===== src/thrbeta_pkg.sv =====
// ---------------------------------------------------------------------------
// Thermistor Beta temperature package
// Widths, fixed-point constants, request/result types and the ln table.
// ---------------------------------------------------------------------------
package thrbeta_pkg;

  localparam int ADC_BITS  = 12;
  localparam int RES_W     = 20;
  localparam int TREF_W    = 16;
  localparam int BETA_W    = 15;
  localparam int CFG_IDX_W = 4;
  localparam int CFG_W     = 20;

  localparam int PROD_W  = RES_W + ADC_BITS;
  localparam int K_W     = $clog2(PROD_W);
  localparam int FRAC_W  = 16;
  localparam int IDX_W   = 4;
  localparam int REM_W   = 12;
  localparam int LN_W    = 22;
  localparam int LNR_W   = LN_W + 1;
  localparam int TB_W    = TREF_W + BETA_W;
  localparam int M_W     = LNR_W + TREF_W + 1;
  localparam int DEN_W   = M_W + 1;
  localparam int DIV_W   = DEN_W - 1;
  localparam int NUM_W   = TB_W + 23;
  localparam int DVD_W   = NUM_W + 1;
  localparam int Q_W     = 17;
  localparam int CMP_W   = DIV_W + Q_W;
  localparam int TEMP_W  = 16;
  localparam int LATENCY = 28;

  localparam logic [ADC_BITS-1:0] CODE_FS = '1;
  localparam int LN2_Q16       = 45426;
  localparam int SCALE_Q16     = 6553600;
  localparam int KELVIN_OFFSET = 27315;
  localparam int TEMP_MAX      = 32767;
  localparam int TQ_MAX        = TEMP_MAX + KELVIN_OFFSET;

  typedef enum logic [1:0] {
    FAULT_OK    = 2'd0,
    FAULT_OPEN  = 2'd1,
    FAULT_SHORT = 2'd2,
    FAULT_SAT   = 2'd3
  } fault_t;

  typedef enum logic [CFG_IDX_W-1:0] {
    REG_R1_A   = 4'd0,
    REG_R0_A   = 4'd1,
    REG_T0_A   = 4'd2,
    REG_BETA_A = 4'd3,
    REG_R1_B   = 4'd4,
    REG_R0_B   = 4'd5,
    REG_T0_B   = 4'd6,
    REG_BETA_B = 4'd7
  } reg_index_t;

  typedef struct packed {
    logic [ADC_BITS-1:0] adc_code;
    logic                sensor_select;
  } request_t;

  typedef struct packed {
    logic signed [TEMP_W-1:0] temp_centi_c;
    fault_t                   fault;
    logic                     sensor_echo;
  } result_t;

  typedef struct packed {
    logic   sensor_select;
    fault_t pre_fault;
  } tag_t;

  // ln(1 + i/16) in Q0.16
  function automatic logic [15:0] ln_table(input logic [IDX_W:0] idx);
    logic [15:0] val;
    case (idx)
      5'd0:    val = 16'd0;
      5'd1:    val = 16'd3973;
      5'd2:    val = 16'd7719;
      5'd3:    val = 16'd11262;
      5'd4:    val = 16'd14624;
      5'd5:    val = 16'd17821;
      5'd6:    val = 16'd20870;
      5'd7:    val = 16'd23783;
      5'd8:    val = 16'd26573;
      5'd9:    val = 16'd29248;
      5'd10:   val = 16'd31818;
      5'd11:   val = 16'd34292;
      5'd12:   val = 16'd36675;
      5'd13:   val = 16'd38975;
      5'd14:   val = 16'd41197;
      5'd15:   val = 16'd43345;
      5'd16:   val = 16'd45426;
      default: val = 16'd0;
    endcase
    return val;
  endfunction

endpackage


===== src/thrbeta_div.sv =====
// ---------------------------------------------------------------------------
// Pipelined restoring divider
// One quotient bit per stage, with an overflow flag for quotients too wide.
// ---------------------------------------------------------------------------
module thrbeta_div (
  input  logic                            clk,
  input  logic                            rst,
  input  logic                            in_valid,
  input  logic [thrbeta_pkg::DVD_W-1:0]   dividend,
  input  logic [thrbeta_pkg::DIV_W-1:0]   divisor,
  input  thrbeta_pkg::tag_t               in_tag,
  output logic                            out_valid,
  output logic [thrbeta_pkg::Q_W-1:0]     quotient,
  output logic                            overflow,
  output thrbeta_pkg::tag_t               out_tag
);

  localparam int NS = thrbeta_pkg::Q_W;

  logic                            vld [0:NS];
  logic [thrbeta_pkg::CMP_W-1:0]   rem [0:NS];
  logic [thrbeta_pkg::DIV_W-1:0]   dvs [0:NS];
  logic [thrbeta_pkg::Q_W-1:0]     quo [0:NS];
  logic                            ovf [0:NS];
  thrbeta_pkg::tag_t               tag [0:NS];

  logic [thrbeta_pkg::CMP_W-1:0]   limit;

  assign limit = {divisor, {thrbeta_pkg::Q_W{1'b0}}};

  always_ff @(posedge clk) begin
    if (rst) begin
      vld[0] <= 1'b0;
    end else begin
      vld[0] <= in_valid;
    end
  end

  always_ff @(posedge clk) begin
    rem[0] <= thrbeta_pkg::CMP_W'(dividend);
    dvs[0] <= divisor;
    quo[0] <= '0;
    ovf[0] <= thrbeta_pkg::CMP_W'(dividend) >= limit;
    tag[0] <= in_tag;
  end

  for (genvar j = 1; j <= NS; j++) begin : g_stage
    logic [thrbeta_pkg::CMP_W-1:0] trial;
    logic                          take;

    assign trial = thrbeta_pkg::CMP_W'(dvs[j-1]) << (NS - j);
    assign take  = rem[j-1] >= trial;

    always_ff @(posedge clk) begin
      if (rst) begin
        vld[j] <= 1'b0;
      end else begin
        vld[j] <= vld[j-1];
      end
    end

    always_ff @(posedge clk) begin
      rem[j]        <= take ? rem[j-1] - trial : rem[j-1];
      dvs[j]        <= dvs[j-1];
      quo[j]        <= quo[j-1] | (thrbeta_pkg::Q_W'(take) << (NS - j));
      ovf[j]        <= ovf[j-1];
      tag[j]        <= tag[j-1];
    end
  end

  assign out_valid = vld[NS];
  assign quotient  = quo[NS];
  assign overflow  = ovf[NS];
  assign out_tag   = tag[NS];

endmodule


===== config.mk =====
export PLATFORM = sky130hd
export DESIGN_NAME = thrbeta_div
export DESIGN_NICKNAME = d
export VERILOG_FILES = /design/src/thrbeta_pkg.sv /design/src/thrbeta_div.sv
export SDC_FILE = /design/constraint.sdc
export NUM_CORES = 2
export LEC_CHECK = 0
export ABC_CLOCK_PERIOD_IN_PS = 3900
export BUFFER_PORTS_ARGS = -buffer_cell sky130_fd_sc_hd__buf_2
export CAP_MARGIN = 30
export CORE_UTILIZATION = 40
export DETAILED_ROUTE_END_ITERATION = 10
export PLACE_DENSITY_LB_ADDON = 0.2
export SLEW_MARGIN = 20
export SYNTH_ARGS = -nofsm -noshare
export SYNTH_HDL_FRONTEND = slang
export SYNTH_SLANG_ARGS = --single-unit

===== constraint.sdc =====
create_clock -name clk -period 3.9 [get_ports clk]
set_clock_uncertainty 0.1 [all_clocks]
set_input_delay 0 -clock clk [delete_from_list [all_inputs] [get_ports clk]]
set_output_delay 0 -clock clk [all_outputs]
set_load 0.01 [all_outputs]

# After elaboration in Yosys (flattened, before gate mapping)

Memory sizes are Yosys's and may differ from the RTL's.
Index checks and enable logic that the tools add are counted.

Register bits after elaboration: 0
RAM bits: 2142
Input port bits: 101
Output and inout bits: 22
Word-level logic and storage cells: 114
Memories: 6

$add $sub $neg: 17
Order comparisons: 18
Multiplexer cells: 38
Bitwise gates (word level): 35

Memory list:

| memory | words | width | read ports | clocked after Yosys merged registers in | write ports | RTL line          | text |
|---|---|---|---|---|---|---|---|
| rem    | 18    | 57    | 17         | 0                                       | 18          | thrbeta_div.sv:21 | `logic [thrbeta_pkg::CMP_W-1:0] rem [0:NS];` |
| dvs    | 18    | 40    | 17         | 0                                       | 18          | thrbeta_div.sv:22 | `logic [thrbeta_pkg::DIV_W-1:0] dvs [0:NS];` |
| quo    | 18    | 17    | 18         | 0                                       | 18          | thrbeta_div.sv:23 | `logic [thrbeta_pkg::Q_W-1:0] quo [0:NS];` |
| tag    | 18    | 3     | 18         | 0                                       | 18          | thrbeta_div.sv:25 | `thrbeta_pkg::tag_t tag [0:NS];` |
| ovf    | 18    | 1     | 18         | 0                                       | 18          | thrbeta_div.sv:24 | `logic ovf [0:NS];` |
| vld    | 18    | 1     | 18         | 0                                       | 18          | thrbeta_div.sv:20 | `logic vld [0:NS];` |

Operator list:

| kind                                         | number |
|---|---|
| two-way mux 57 bit                           | 17 |
| greater-or-equal comparator 55 x 57 -> 1 bit | 1 |
| greater-or-equal comparator 57 x 40 -> 1 bit | 1 |
| greater-or-equal comparator 57 x 41 -> 1 bit | 1 |
| greater-or-equal comparator 57 x 42 -> 1 bit | 1 |
| greater-or-equal comparator 57 x 43 -> 1 bit | 1 |
| greater-or-equal comparator 57 x 44 -> 1 bit | 1 |
| greater-or-equal comparator 57 x 45 -> 1 bit | 1 |
| greater-or-equal comparator 57 x 46 -> 1 bit | 1 |
| greater-or-equal comparator 57 x 47 -> 1 bit | 1 |
| greater-or-equal comparator 57 x 48 -> 1 bit | 1 |
| greater-or-equal comparator 57 x 49 -> 1 bit | 1 |
| greater-or-equal comparator 57 x 50 -> 1 bit | 1 |
| greater-or-equal comparator 57 x 51 -> 1 bit | 1 |
| greater-or-equal comparator 57 x 52 -> 1 bit | 1 |
| greater-or-equal comparator 57 x 53 -> 1 bit | 1 |
| greater-or-equal comparator 57 x 54 -> 1 bit | 1 |
| greater-or-equal comparator 57 x 55 -> 1 bit | 1 |
| greater-or-equal comparator 57 x 56 -> 1 bit | 1 |
| subtractor 57 x 40 -> 57 bit                 | 1 |
| subtractor 57 x 41 -> 57 bit                 | 1 |
| subtractor 57 x 42 -> 57 bit                 | 1 |
| subtractor 57 x 43 -> 57 bit                 | 1 |
| subtractor 57 x 44 -> 57 bit                 | 1 |
| other kinds (31)                             | 68 |

# Longest topological paths before layout

Depth in word-level cells: 3
Mapped depth: 18
Mapped depth without buffers: 15

# Worst setup path after synthesis

Ideal clock, no wire load.

Path type: reg2reg
Start point: memory rem[11][5] (netlist name)
End point: memory rem[12][55] (netlist name)
Setup time: 0.121 ns
Arrival: 3.538 ns
Required time: 3.679 ns
Slack: 0.142 ns
Stages on the path, launching flop included: 16
Buffers on the path: 0
Clock period less this slack: 3.758 ns
Cells stage by stage: dfxtp_1 inv_1 ha_1 inv_1 fa_1 a211oi_2 o21ai_1 a221oi_2 o21ai_1 a31o_1 a31o_1 a311o_1 o21a_1 or3_4 or3_4 xnor2_2

RTL lines:

| what            | RTL line |
|---|---|
| start, declared | thrbeta_div.sv:21 |

==> reports/qor.csv <==
metric,value,unit
status,"complete, no violations",
post-route-min-period,3890,ps
multiInputGateArea,0.0454,mm2
critPathCaptureType,flop,
yosys_warnings,0,
critPathKind,reg -> reg,
post_drt_wl_per_cell,19.2,um
dieArea,0.220,mm2
grt_max_degree,61,
start_util,40.2,%
dieWidth,469,um
drtIter0Drc,3341,
fin_crit_sh,99.7,%
drc_errors,0,
htree_levels,4,
hold_path.class,in -> reg,
place_ws,-413,ps
areaGrowthSynthToFinish,21.5,%
grt_pass1_vias,73000,
antenna_found_initial,2,
grt_pass1_wl,401000,um
synth.most_common_cell,dfxtp_1,
synth_seq_cells,1890,
clk_latency,870,ps
nets,11600,
drv_slew,0,
cap_violations,0,
cp_max_fo,2,
cts-root-buf,clkbuf_16,
vias_per_cell,5.12,
yosysTopAreaCell,dfxtp_1,
clkPwrFrac,22.7,%
drive_above_1_share,13.0,%
cts_tree,built,
wl,264000,um
hold_ws,205,ps
rows,171,
max-clock-path-buffers,3,
globalplace.congestion,0.976,
synth-edff-count,0,
setup.worst_path.start_class,flop,
die_h,469,um
arrival,4520,ps
syn_avg_cell_area,8.90,um2
p_per_area,867,mW/mm2
synth_seq_area_share,43.4,%
synth_cell_types,98,
synth.net_count,10600,
seqPwrFrac,30.4,%
grtUsageTotal,23.5,%
finalInstanceArea,0.106,mm2
dp_hpwl,213000,um
synth-async-reset-ratio,0,%
synth.area.top_cells,"dfxtp_1 43%, ha_1 10%, a21oi_1 4.8%",
port_buffers,122,
fillers,20300,
p_sw,35.8,mW
path_clk_slew,60,ps
tightest_slew,821,ps
netlist_area,0.0872,mm2
numCtsBuffers,211,
first_pass_iters,6,
rsz0062_at_grt,true,
power.internal,56.1,mW
synth.top_cell.area_share,43.4,%
grt_overflow,0,
ant_nets,0,
place_area,0.0956,mm2
max_freq,257,MHz
maxSlewHeadroom,44.8,%
synthFlopType,dfxtp_1,
clock_sinks,1890,
seq_area,0.0378,mm2
vdd_drop_max,0.535,mV
num_io_pins,123,
p_leak,48.2,nW
synth_cells,9802,
yosys-top-cells-count,"1890 x dfxtp_1, 880 x inv_1, 855 x nand2_1",
hold_viol,0,
power_frac_comb,46.9,%
p_sw_share,39.0,%
core-area,0.217,mm2
fin_ws,10.5,ps
vias,70600,
crit_required,4530,ps
setup_violations,0,
sequential cells by signal (all words and copies together) (netlist names):
name / flops
quo: 153
ovf: 18
dvs: 680
rem: 967
vld: 18
tag: 54
per-layer routing:
layer	track usage [%]	vias to the layer above	wire length [um]
li1	-	35900	-
met1	21.8	32400	93400
met2	46.5	1501	142000
met3	2.98	725	7090
met4	17.1	0	21600
met5	0	-	0
critical path, stage by stage, from the launching register on:
cell and delay (ps):
dfxtp_2 330, inv_2 60, ha_4 130, inv_2 40
fa_2 360, a211oi_4 290, o21ai_2 120, a221oi_2 340
o21ai_2 150, a31o_1 260, a31o_4 270, a311o_1 330
o21a_1 190, or3_4 330, or3_4 340, xnor2_2 130
area by class of cell:
cell class | count | share of cell area, %
Multi-Input combinational cell | 6718 | 42.9
Sequential cell | 1890 | 35.7
Timing Repair Buffer | 1036 | 7.83
Clock buffer | 288 | 5.65
Tap cell | 2854 | 3.37
Inverter | 882 | 3.13
Clock inverter | 96 | 1.40
Antenna cell | 13 | 0.0307
cell usage in the layout (no fill, tap or decap), types with 26 or more instances in the layout:
| master | netlist | layout |
|---|---|---|
| o21a_1 | 76 | 75 |
| buf_2 | 10 | 122 |
| a21o_1 | 405 | 404 |
| or4_1 | 31 | 29 |
| nand2_1 | 855 | 854 |
| nor2b_1 | 120 | 119 |
| dfxtp_1 | 1890 | 1888 |
| o21ai_0 | 775 | 762 |
| clkinv_2 | 0 | 42 |
| o21bai_1 | 116 | 115 |
| clkbuf_8 | 0 | 38 |
| xnor2_1 | 377 | 377 |
| buf_4 | 6 | 687 |
| xor2_1 | 317 | 317 |
| o31a_1 | 26 | 26 |
| o211ai_1 | 28 | 28 |
| nand3_1 | 176 | 174 |
| a21oi_1 | 835 | 821 |
| dlygate4sd3_1 | 0 | 201 |
| inv_1 | 880 | 878 |
| mux2_2 | 68 | 68 |
| ha_1 | 717 | 713 |
| or3_1 | 51 | 50 |
| nand2b_1 | 102 | 101 |
| nor3_1 | 140 | 134 |
| nor2_1 | 535 | 535 |
| a211oi_1 | 58 | 50 |
| and2_1 | 44 | 44 |
| nor4_1 | 93 | 85 |
| nand4_1 | 193 | 193 |
| o31ai_1 | 54 | 49 |
| and3_1 | 57 | 56 |
| clkbuf_16 | 0 | 218 |
| clkbuf_1 | 281 | 38 |
| a31oi_1 | 83 | 75 |
| bufinv_16 | 0 | 28 |
power groups by stage:
stage / clock, mW / combinational (mW) / sequential, mW
6_report: 20.8 / 43.1 / 28.0
3_5_place_dp: 0 / 41.9 / 28.3
3_3_place_gp: 0 / 41.6 / 28.4
4_1_cts: 21.4 / 42.5 / 27.9
2_1_floorplan: 0 / 28.5 / 26.8
5_1_grt: 22.3 / 47.4 / 28.5
cell families after synthesis:
kind of cell             Yosys count  synth area share, %
adder cells (fa/ha/maj)          733                 10.7
multiplexers                      78                0.997
AO/OA/AOI/OAI                   2689                 18.8
buffers and inverters           1195                 5.19
AND/OR/NAND/NOR                 2522                 14.0
XOR/XNOR                         695                 6.99
flip-flops                      1890                 43.4
final timing paths:
check              start           to  slack, ps  cells past startpoint
max           rem[11][5]  rem[12][55]         10                     15
min          divisor[12]   dvs[0][12]        210                      3
max reg2reg   rem[11][5]  rem[12][55]         10                     15
min reg2reg   quo[9][10]  quo[10][10]        210                      0
through the flow:
step / TNS (ps) / power [mW] / util [%] / std cells
2_1_floorplan: 0 / 55.4 / - / 9802
3_3_place_gp: -10500 / 70.0 / 44.1 / 13200
3_5_place_dp: -10010 / 70.3 / 44.1 / 13200
4_1_cts: 0 / 91.9 / 48.5 / 13700
5_1_grt: -587 / 98.2 / 48.8 / 13800
6_report: 0 / 91.9 / 48.8 / 13800
repair_timing:
action | 4_1_cts | 5_1_grt
pin swaps | 14 | 37
hold buffers | 201 | 0
resized for setup | 28 | 99
endpoints found under the hold margin | 117 | 0
gates cloned | 1 | 6
endpoints found under the setup margin | 105 | 374
setup buffers | 7 | 15
(Power assumes the default switching activity.)
