## src/thrbeta_pkg.sv

```systemverilog
// ---------------------------------------------------------------------------
// Thermistor Beta temperature package
// Widths, fixed-point constants, request/result types and the ln table.
// ---------------------------------------------------------------------------
package thrbeta_pkg;

  localparam int ADC_BITS  = 12;
  localparam int RES_W     = 20;
  localparam int TREF_W    = 16;
  localparam int BETA_W    = 15;
  localparam int CFG_IDX_W = 4;
  localparam int CFG_W     = 20;

  localparam int PROD_W  = RES_W + ADC_BITS;
  localparam int K_W     = $clog2(PROD_W);
  localparam int FRAC_W  = 16;
  localparam int IDX_W   = 4;
  localparam int REM_W   = 12;
  localparam int LN_W    = 22;
  localparam int LNR_W   = LN_W + 1;
  localparam int TB_W    = TREF_W + BETA_W;
  localparam int M_W     = LNR_W + TREF_W + 1;
  localparam int DEN_W   = M_W + 1;
  localparam int DIV_W   = DEN_W - 1;
  localparam int NUM_W   = TB_W + 23;
  localparam int DVD_W   = NUM_W + 1;
  localparam int Q_W     = 17;
  localparam int CMP_W   = DIV_W + Q_W;
  localparam int TEMP_W  = 16;
  localparam int LATENCY = 28;

  localparam logic [ADC_BITS-1:0] CODE_FS = '1;
  localparam int LN2_Q16       = 45426;
  localparam int SCALE_Q16     = 6553600;
  localparam int KELVIN_OFFSET = 27315;
  localparam int TEMP_MAX      = 32767;
  localparam int TQ_MAX        = TEMP_MAX + KELVIN_OFFSET;

  typedef enum logic [1:0] {
    FAULT_OK    = 2'd0,
    FAULT_OPEN  = 2'd1,
    FAULT_SHORT = 2'd2,
    FAULT_SAT   = 2'd3
  } fault_t;

  typedef enum logic [CFG_IDX_W-1:0] {
    REG_R1_A   = 4'd0,
    REG_R0_A   = 4'd1,
    REG_T0_A   = 4'd2,
    REG_BETA_A = 4'd3,
    REG_R1_B   = 4'd4,
    REG_R0_B   = 4'd5,
    REG_T0_B   = 4'd6,
    REG_BETA_B = 4'd7
  } reg_index_t;

  typedef struct packed {
    logic [ADC_BITS-1:0] adc_code;
    logic                sensor_select;
  } request_t;

  typedef struct packed {
    logic signed [TEMP_W-1:0] temp_centi_c;
    fault_t                   fault;
    logic                     sensor_echo;
  } result_t;

  typedef struct packed {
    logic   sensor_select;
    fault_t pre_fault;
  } tag_t;

  // ln(1 + i/16) in Q0.16
  function automatic logic [15:0] ln_table(input logic [IDX_W:0] idx);
    logic [15:0] val;
    case (idx)
      5'd0:    val = 16'd0;
      5'd1:    val = 16'd3973;
      5'd2:    val = 16'd7719;
      5'd3:    val = 16'd11262;
      5'd4:    val = 16'd14624;
      5'd5:    val = 16'd17821;
      5'd6:    val = 16'd20870;
      5'd7:    val = 16'd23783;
      5'd8:    val = 16'd26573;
      5'd9:    val = 16'd29248;
      5'd10:   val = 16'd31818;
      5'd11:   val = 16'd34292;
      5'd12:   val = 16'd36675;
      5'd13:   val = 16'd38975;
      5'd14:   val = 16'd41197;
      5'd15:   val = 16'd43345;
      5'd16:   val = 16'd45426;
      default: val = 16'd0;
    endcase
    return val;
  endfunction

endpackage

```

## src/thrbeta_ln.sv

```systemverilog
// ---------------------------------------------------------------------------
// Pipelined natural log
// ln(v) in Q6.16: leading one, normalize, table plus interpolation, sum.
// ---------------------------------------------------------------------------
module thrbeta_ln (
  input  logic                            clk,
  input  logic [thrbeta_pkg::PROD_W-1:0]  value,
  output logic [thrbeta_pkg::LN_W-1:0]    ln_q16
);

  logic [thrbeta_pkg::K_W-1:0]    k1_next;
  logic [thrbeta_pkg::K_W-1:0]    k1;
  logic [thrbeta_pkg::PROD_W-1:0] v1;

  logic [thrbeta_pkg::K_W-1:0]    shamt;
  logic [thrbeta_pkg::PROD_W-1:0] norm;
  logic [thrbeta_pkg::FRAC_W-1:0] frac;
  logic [thrbeta_pkg::K_W-1:0]    k2;
  logic [thrbeta_pkg::IDX_W-1:0]  idx2;
  logic [thrbeta_pkg::REM_W-1:0]  rem2;

  logic [15:0]                    lo_next;
  logic [15:0]                    hi_next;
  logic [15:0]                    diff;
  logic [thrbeta_pkg::LN_W-1:0]   kln3;
  logic [15:0]                    lo3;
  logic [23:0]                    prod3;

  always_comb begin
    k1_next = '0;
    for (int i = 1; i < thrbeta_pkg::PROD_W; i++) begin
      if (value[i]) begin
        k1_next = thrbeta_pkg::K_W'(i);
      end
    end
  end

  assign shamt = thrbeta_pkg::K_W'(thrbeta_pkg::PROD_W - 1) - k1;
  assign norm  = v1 << shamt;
  assign frac  = norm[thrbeta_pkg::PROD_W-2 -: thrbeta_pkg::FRAC_W];

  assign lo_next = thrbeta_pkg::ln_table({1'b0, idx2});
  assign hi_next = thrbeta_pkg::ln_table({1'b0, idx2} + 5'd1);
  assign diff    = hi_next - lo_next;

  always_ff @(posedge clk) begin
    k1     <= k1_next;
    v1     <= value;
    k2     <= k1;
    idx2   <= frac[thrbeta_pkg::FRAC_W-1 -: thrbeta_pkg::IDX_W];
    rem2   <= frac[thrbeta_pkg::REM_W-1:0];
    kln3   <= thrbeta_pkg::LN_W'(k2) * thrbeta_pkg::LN_W'(thrbeta_pkg::LN2_Q16);
    lo3    <= lo_next;
    prod3  <= diff[11:0] * rem2;
    ln_q16 <= kln3 + thrbeta_pkg::LN_W'(lo3) + thrbeta_pkg::LN_W'(prod3[23:12]);
  end

endmodule

```

## config.mk

```make
export PLATFORM = sky130hd
export DESIGN_NAME = thrbeta_ln
export DESIGN_NICKNAME = d
export VERILOG_FILES = /design/src/thrbeta_pkg.sv /design/src/thrbeta_ln.sv
export SDC_FILE = /design/constraint.sdc
export NUM_CORES = 1
export LEC_CHECK = 0
export ABC_AREA = 1
export BUFFER_PORTS_ARGS = -buffer_cell sky130_fd_sc_hd__buf_4
export CAP_MARGIN = 5
export CORE_MARGIN = 1.5
export CORE_UTILIZATION = 33
export DETAILED_ROUTE_END_ITERATION = 8
export PLACE_DENSITY = 0.52
export SLEW_MARGIN = 20
export SYNTH_ARGS = -nofsm -noshare
export SYNTH_HDL_FRONTEND = slang
export SYNTH_SLANG_ARGS = --single-unit
```

## constraint.sdc

```tcl
create_clock -name clk -period 14.25 [get_ports clk]
set_clock_uncertainty 0.2 [all_clocks]
set_input_delay 0.7125 -clock clk [delete_from_list [all_inputs] [get_ports clk]]
set_output_delay 0.7125 -clock clk [all_outputs]
set_load 0.02 [all_outputs]
```

* After elaboration in Yosys (flattened, before gate mapping)
Memories as Yosys holds them, arrays and structs flattened. A register that Yosys moved wholly into a read port is not among the register bits.
Cells that the tools add are included.
** Word-level totals
- Bits in read-only memories :: 768
- Register bits :: 140
- Output and inout bits :: 22
- Logic and storage cells :: 57
- Memories :: 2
** Memories
- (no name shown) :: depth 32, bits a word 16, rd ports 1, clocked after Yosys merged registers in 0, write ports 0, RTL line thrbeta_pkg.sv:76 : case (idx)
- (no name shown) :: depth 16, bits a word 16, rd ports 1, clocked after Yosys merged registers in 1, write ports 0, RTL line thrbeta_pkg.sv:76
** Operators by class
- Shifts and indexed selects :: 1
- Mux-type cells :: 30
- Reduce and logical (&&, ||, !) cells :: 4
- Add/subtract/negate cells :: 5
- Multipliers :: 2
** Operator list (number)
- $mux W5 :: 14
- $mux W4 :: 8
- $shl A32 B5 Y31 :: 1
- $mul A12 B12 Y24 :: 1
- $add A21 B16 Y22 :: 1
- $add A22 B12 Y22 :: 1
- $mul A5 B15 Y20 const B :: 1
- $reduce_or A16 Y1 :: 1
- $mux W3 :: 4
- $sub A12 B12 Y12 :: 1
- $reduce_or A8 Y1 :: 1
- $add A4 B1 Y5 const B :: 1
- $sub A5 B5 Y5 const A :: 1
- $mux W2 :: 2
- $reduce_or A4 Y1 :: 1
- $mux W1 :: 2
- $reduce_or A2 Y1 :: 1

* Longest topological paths before layout
- Word-level depth :: 30
- Gate-level depth with buffers :: 50
- Depth with buffers taken out :: 50

* Least setup slack after synthesis
Ideal clock, no wire load.
- Path kind :: register -> register
- Start point :: reg idx2[0] (netlist name)
- End point :: reg prod3[23]
- Setup slack :: 6454 ps
- Arrival time :: 7463 ps
- Setup time :: 133 ps
- Stages on the path, launching flop included :: 43
- Clock period less this slack :: 7796 ps
- Cell sequence :: dfxtp_1 > ha_1 > inv_2 > ha_1 > clkbuf_1 > o21ai_0 > o21ai_0 > a21oi_1 > ha_1 > a21oi_1 > inv_1 > a31oi_1 > inv_1 > a21oi_1 > o21ai_1 > nand2_1 > nand2_1 > a21oi_1 > [7 not listed] > fa_1 > inv_1 > fa_1 > fa_1 > fa_1 > inv_1 > fa_1 > inv_1 > ha_1 > nand2_1 > nor2_1 > inv_1 > nor3_1 > nand2_1 > nand3_1 > a21oi_1 > o311ai_1 > xor2_1
** On the way
- Longest elaborated chain between the ends :: 4
** RTL lines
- start: declaration :: RTL line thrbeta_ln.sv:19 : logic [thrbeta_pkg::IDX_W-1:0] idx2;
- start signal: assignment :: RTL line thrbeta_ln.sv:50 : idx2 <= frac[thrbeta_pkg::FRAC_W-1 -: thrbeta_pkg::IDX_W];
- $add A4 B1 Y5 :: RTL line thrbeta_ln.sv:43 : assign hi_next = thrbeta_pkg::ln_table({1'b0, idx2} + 5'd1);
- $mem_v2 Z32 W16
- $sub A12 B12 Y12 :: RTL line thrbeta_ln.sv:44 : assign diff = hi_next - lo_next;
- $mul A12 B12 Y24 :: RTL line thrbeta_ln.sv:54 : prod3 <= diff[11:0] * rem2;
- end signal: assignment :: RTL line thrbeta_ln.sv:54
- end: declaration :: RTL line thrbeta_ln.sv:27 : logic [23:0] prod3;
Every way passes these cells.
A chain may end at the register's enable or synchronous reset.

* Worst setup path after layout
Ends and elaborated chain as after synthesis.

==> impl_metrics.csv <==
group,metric,value,unit
worst_setup_path,reg2reg_to,"prod3[23]",
worst_setup_path,crit_path_top_delay_cell,"fa_1",
clock_network,cts.clk_slew.worst_paths,0.07,ns
finish,nets,1860,
timing,rsz0062_at_grt,"false",
hold_path,holdPathEnd,"lo3[14]",
run_status,outcome,"finished clean",
worst_setup_path,start_kind,"register",
clock_network,cts_made_buffers,17,
detailed_routing,routedWlPerCell,13.8,um
clock_network,cts_setup_buffers,0,
clock_network,htree_levels,4,
clock_network,cts_tree,"yes",
global_routing,antenna_found_initial,0,
logic_synthesis,synthTopCellsByArea,"dfxtp_1 24%, fa_1 20%, ha_1 14%",
worst_setup_path,arrival,8.97,ns
clock_network,cts-hold-fix-buffers,0,
finish,multi_input_area,0.00803,mm2
detailed_routing,via_per_inst,4.61,
global_routing,grt_pass1_vias,9408,
detailed_routing,drtPass1Iterations,5,
placement,post-dp-hpwl,23900,um
timing,maxSlewHeadroom,0.334,
logic_synthesis,yosysTopAreaCell,"dfxtp_1",
global_routing,track_usage,0.156,
worst_setup_path,cp_slowest_stage_delay,0.54,ns
clock_network,ctsRootBufferMaster,"clkbuf_16",
worst_setup_path,crit_path_start,"idx2[0]",
timing,timing.hold.ws,0.128,ns
timing,timing.fmax,114,MHz
finish,n_fill_cell,3706,
worst_setup_path,crit_required,14.41,ns
die,initial_utilization,0.337,
timing,worst_pin_slew,0.989,ns
logic_synthesis,ys_seq_area_frac,0.237,
logic_synthesis,synthArstFlopShare,0,
global_routing,grt-ovfl-total,0,
die,die_h,194,um
detailed_routing,drc,0,
logic_synthesis,synthCells,1527,
finish,seq_area,0.00286,mm2
logic_synthesis,ys_seq_elements,143,
timing,final-setup-viol-count,0,
logic_synthesis,syn_area_per_cell,7.91,um2
hold_path,min_path_cells,0,
worst_setup_path,cpMostUsedCell,"nand2_1",
finish,instances_no_fill,2044,
die,die-area,0.0378,mm2
detailed_routing,initialDrtViolationCount,400,
worst_setup_path,endpoint_kind,"register",
logic_synthesis,synth_flop_cell,"dfxtp_1",
worst_setup_path,r2r-start,"idx2[0]",
die,io_pins,55,
worst_setup_path,r2r_slack,5.44,ns
logic_synthesis,synth-edff-count,0,
timing,slew_violations,0,
die,rows,69,
timing,hold_viol,0,
worst_setup_path,r2r.worst_path.cells,45,
clock_network,cts_resized,0,
worst_setup_path,critPathKind,"register to register",
timing,fin_setup_tns,0,ns
clock_network,worst_skew_pair.late_latency,0.43,ns
logic_synthesis,synth_area,0.0121,mm2
die,core_area,0.0358,mm2
detailed_routing,routed_wl,28200,um
clock_network,clock_path_buffers,2,
logic_synthesis,synth.distinct_cells,45,
placement,gp_congestion,0.859,
finish,diodes,0,
clock_network,clock-sinks,143,
detailed_routing,vias,9432,
placement,port_buffers,54,
finish,drive_gt1_frac,0.0745,
logic_synthesis,netlist.area_leader.share,0.237,
timing,fin_crit,8.81,ns
die,die_w,194,um
hold_path,min_from,"lo_next[14]",
worst_setup_path,crit_family,"adder cells",
hold_path,hold_path.class,"register to register",
logic_synthesis,yosysWarnings,0,
placement,dp_cells,2012,
global_routing,grt_first_pass_wirelength,47400,um
logic_synthesis,syn_nets,1817,
flow_run,max-cap-violations,0,
timing,timing.final.crit_share,0.618,
detailed_routing,drtAntennaViolNets,0,
worst_setup_path,critPathMaxFanout,13,
global_routing,grt_max_degree,34,
worst_setup_path,critPathBufInv,9,
finish,syn2layout_area_growth,12.1,%
[registers in the layout (all words and copies together), names as in the netlist, 5 cells and up]
signal	flops
v1	31
ln_q16	22
kln3	20
lo3	16
lo_next	16
prod3	12
rem2	12
k1	5
k2	5
[metrics by stage]
stage                     setup WS [ns]   util  area (um2)
final                              5.44  0.378       13500
after global routing               4.65  0.378       13500
after CTS                          5.45  0.378       13500
after detailed placement           5.47  0.361       12900
after global placement             5.67  0.361       12900
after floorplan                    6.45      -       12100
[routing by layer]
layer  wire length [um]  vias up  global-route usage  part of all wire
met5                  0        -                   0                 0
met4                414        0              0.0376             0.015
met3               1060       31              0.0292             0.037
met2              12800      172               0.251              0.45
met1              14000     4358               0.215              0.50
li1                   -     4871                   -                 -
[worst register-to-register path, delay by kind of cell, from the launching register on]
| family | cells | cell delay, ns |
|---|---|---|
| compound gates | 6 | 1.27 |
| xor+xnor | 1 | 0.17 |
| fa+ha+maj | 9 | 3.97 |
| buf+inv | 9 | 0.71 |
| flops | 1 | 0.45 |
| simple gates | 20 | 1.97 |
[placed cells by master (no fill, tap or decap), drive strengths merged, types with 30 or more instances in the layout]
| cell type | Yosys | layout |
|---|---|---|
| inv | 272 | 278 |
| nand3 | 35 | 35 |
| a21oi | 66 | 66 |
| dfxtp | 143 | 143 |
| o21ai | 121 | 121 |
| ha | 137 | 137 |
| nand2 | 337 | 337 |
| xor2 | 30 | 30 |
| nor2 | 128 | 128 |
| buf | 11 | 56 |
| fa | 120 | 120 |
[cells by family (layout without fill, tap and decap cells)]
family,count (synthesis),count (layout),share of synthesized area
AOI/OAI and AO/OA,233,233,0.107
xor gates and xnor gates,47,47,0.0356
adders and majority gates,257,257,0.341
buffers and inverters,312,368,0.0981
DFF,143,143,0.237
muxes,9,9,0.00746
and+or+nand+nor,526,526,0.174
[Yosys cell counts, types with 7 or more instances]
| master | n |
|---|---|
| o22ai_1 | 10 |
| clkbuf_1 | 21 |
| xnor2_1 | 17 |
| nand2_1 | 330 |
| o21ai_0 | 113 |
| a21oi_1 | 63 |
| xor2_1 | 29 |
| fa_1 | 120 |
| buf_2 | 11 |
| clkinv_1 | 8 |
| inv_2 | 7 |
| mux2i_1 | 9 |
| dfxtp_1 | 143 |
| inv_1 | 265 |
| ha_1 | 137 |
| nand2_2 | 7 |
| a31oi_1 | 7 |
| nand3_1 | 35 |
| o21ai_1 | 8 |
| or2_2 | 10 |
| nor2_1 | 128 |
[how the worst max path moves through the flow]
stage	to	slack (ns)	depth (start not counted)
global placement	prod3[23]	5.67	47
CTS	prod3[23]	5.45	45
floorplan	prod3[23]	6.45	42
global route	prod3[23]	4.65	45
finish	prod3[23]	5.44	45
detailed placement	prod3[23]	5.47	45
[area by class of cell]
| cell class | instances | area share |
|---|---|---|
| multi-input combinational | 1072 | 0.593 |
| tap | 461 | 0.0426 |
| timing repair buffer | 56 | 0.0310 |
| inverter | 280 | 0.0776 |
| clock buffer | 17 | 0.0314 |
| sequential | 143 | 0.211 |
| clock inverter | 15 | 0.0128 |
Power is left out: the tool's default activity adds up to more than one toggle a clock period on the data nets, which glitch-free logic cannot reach.
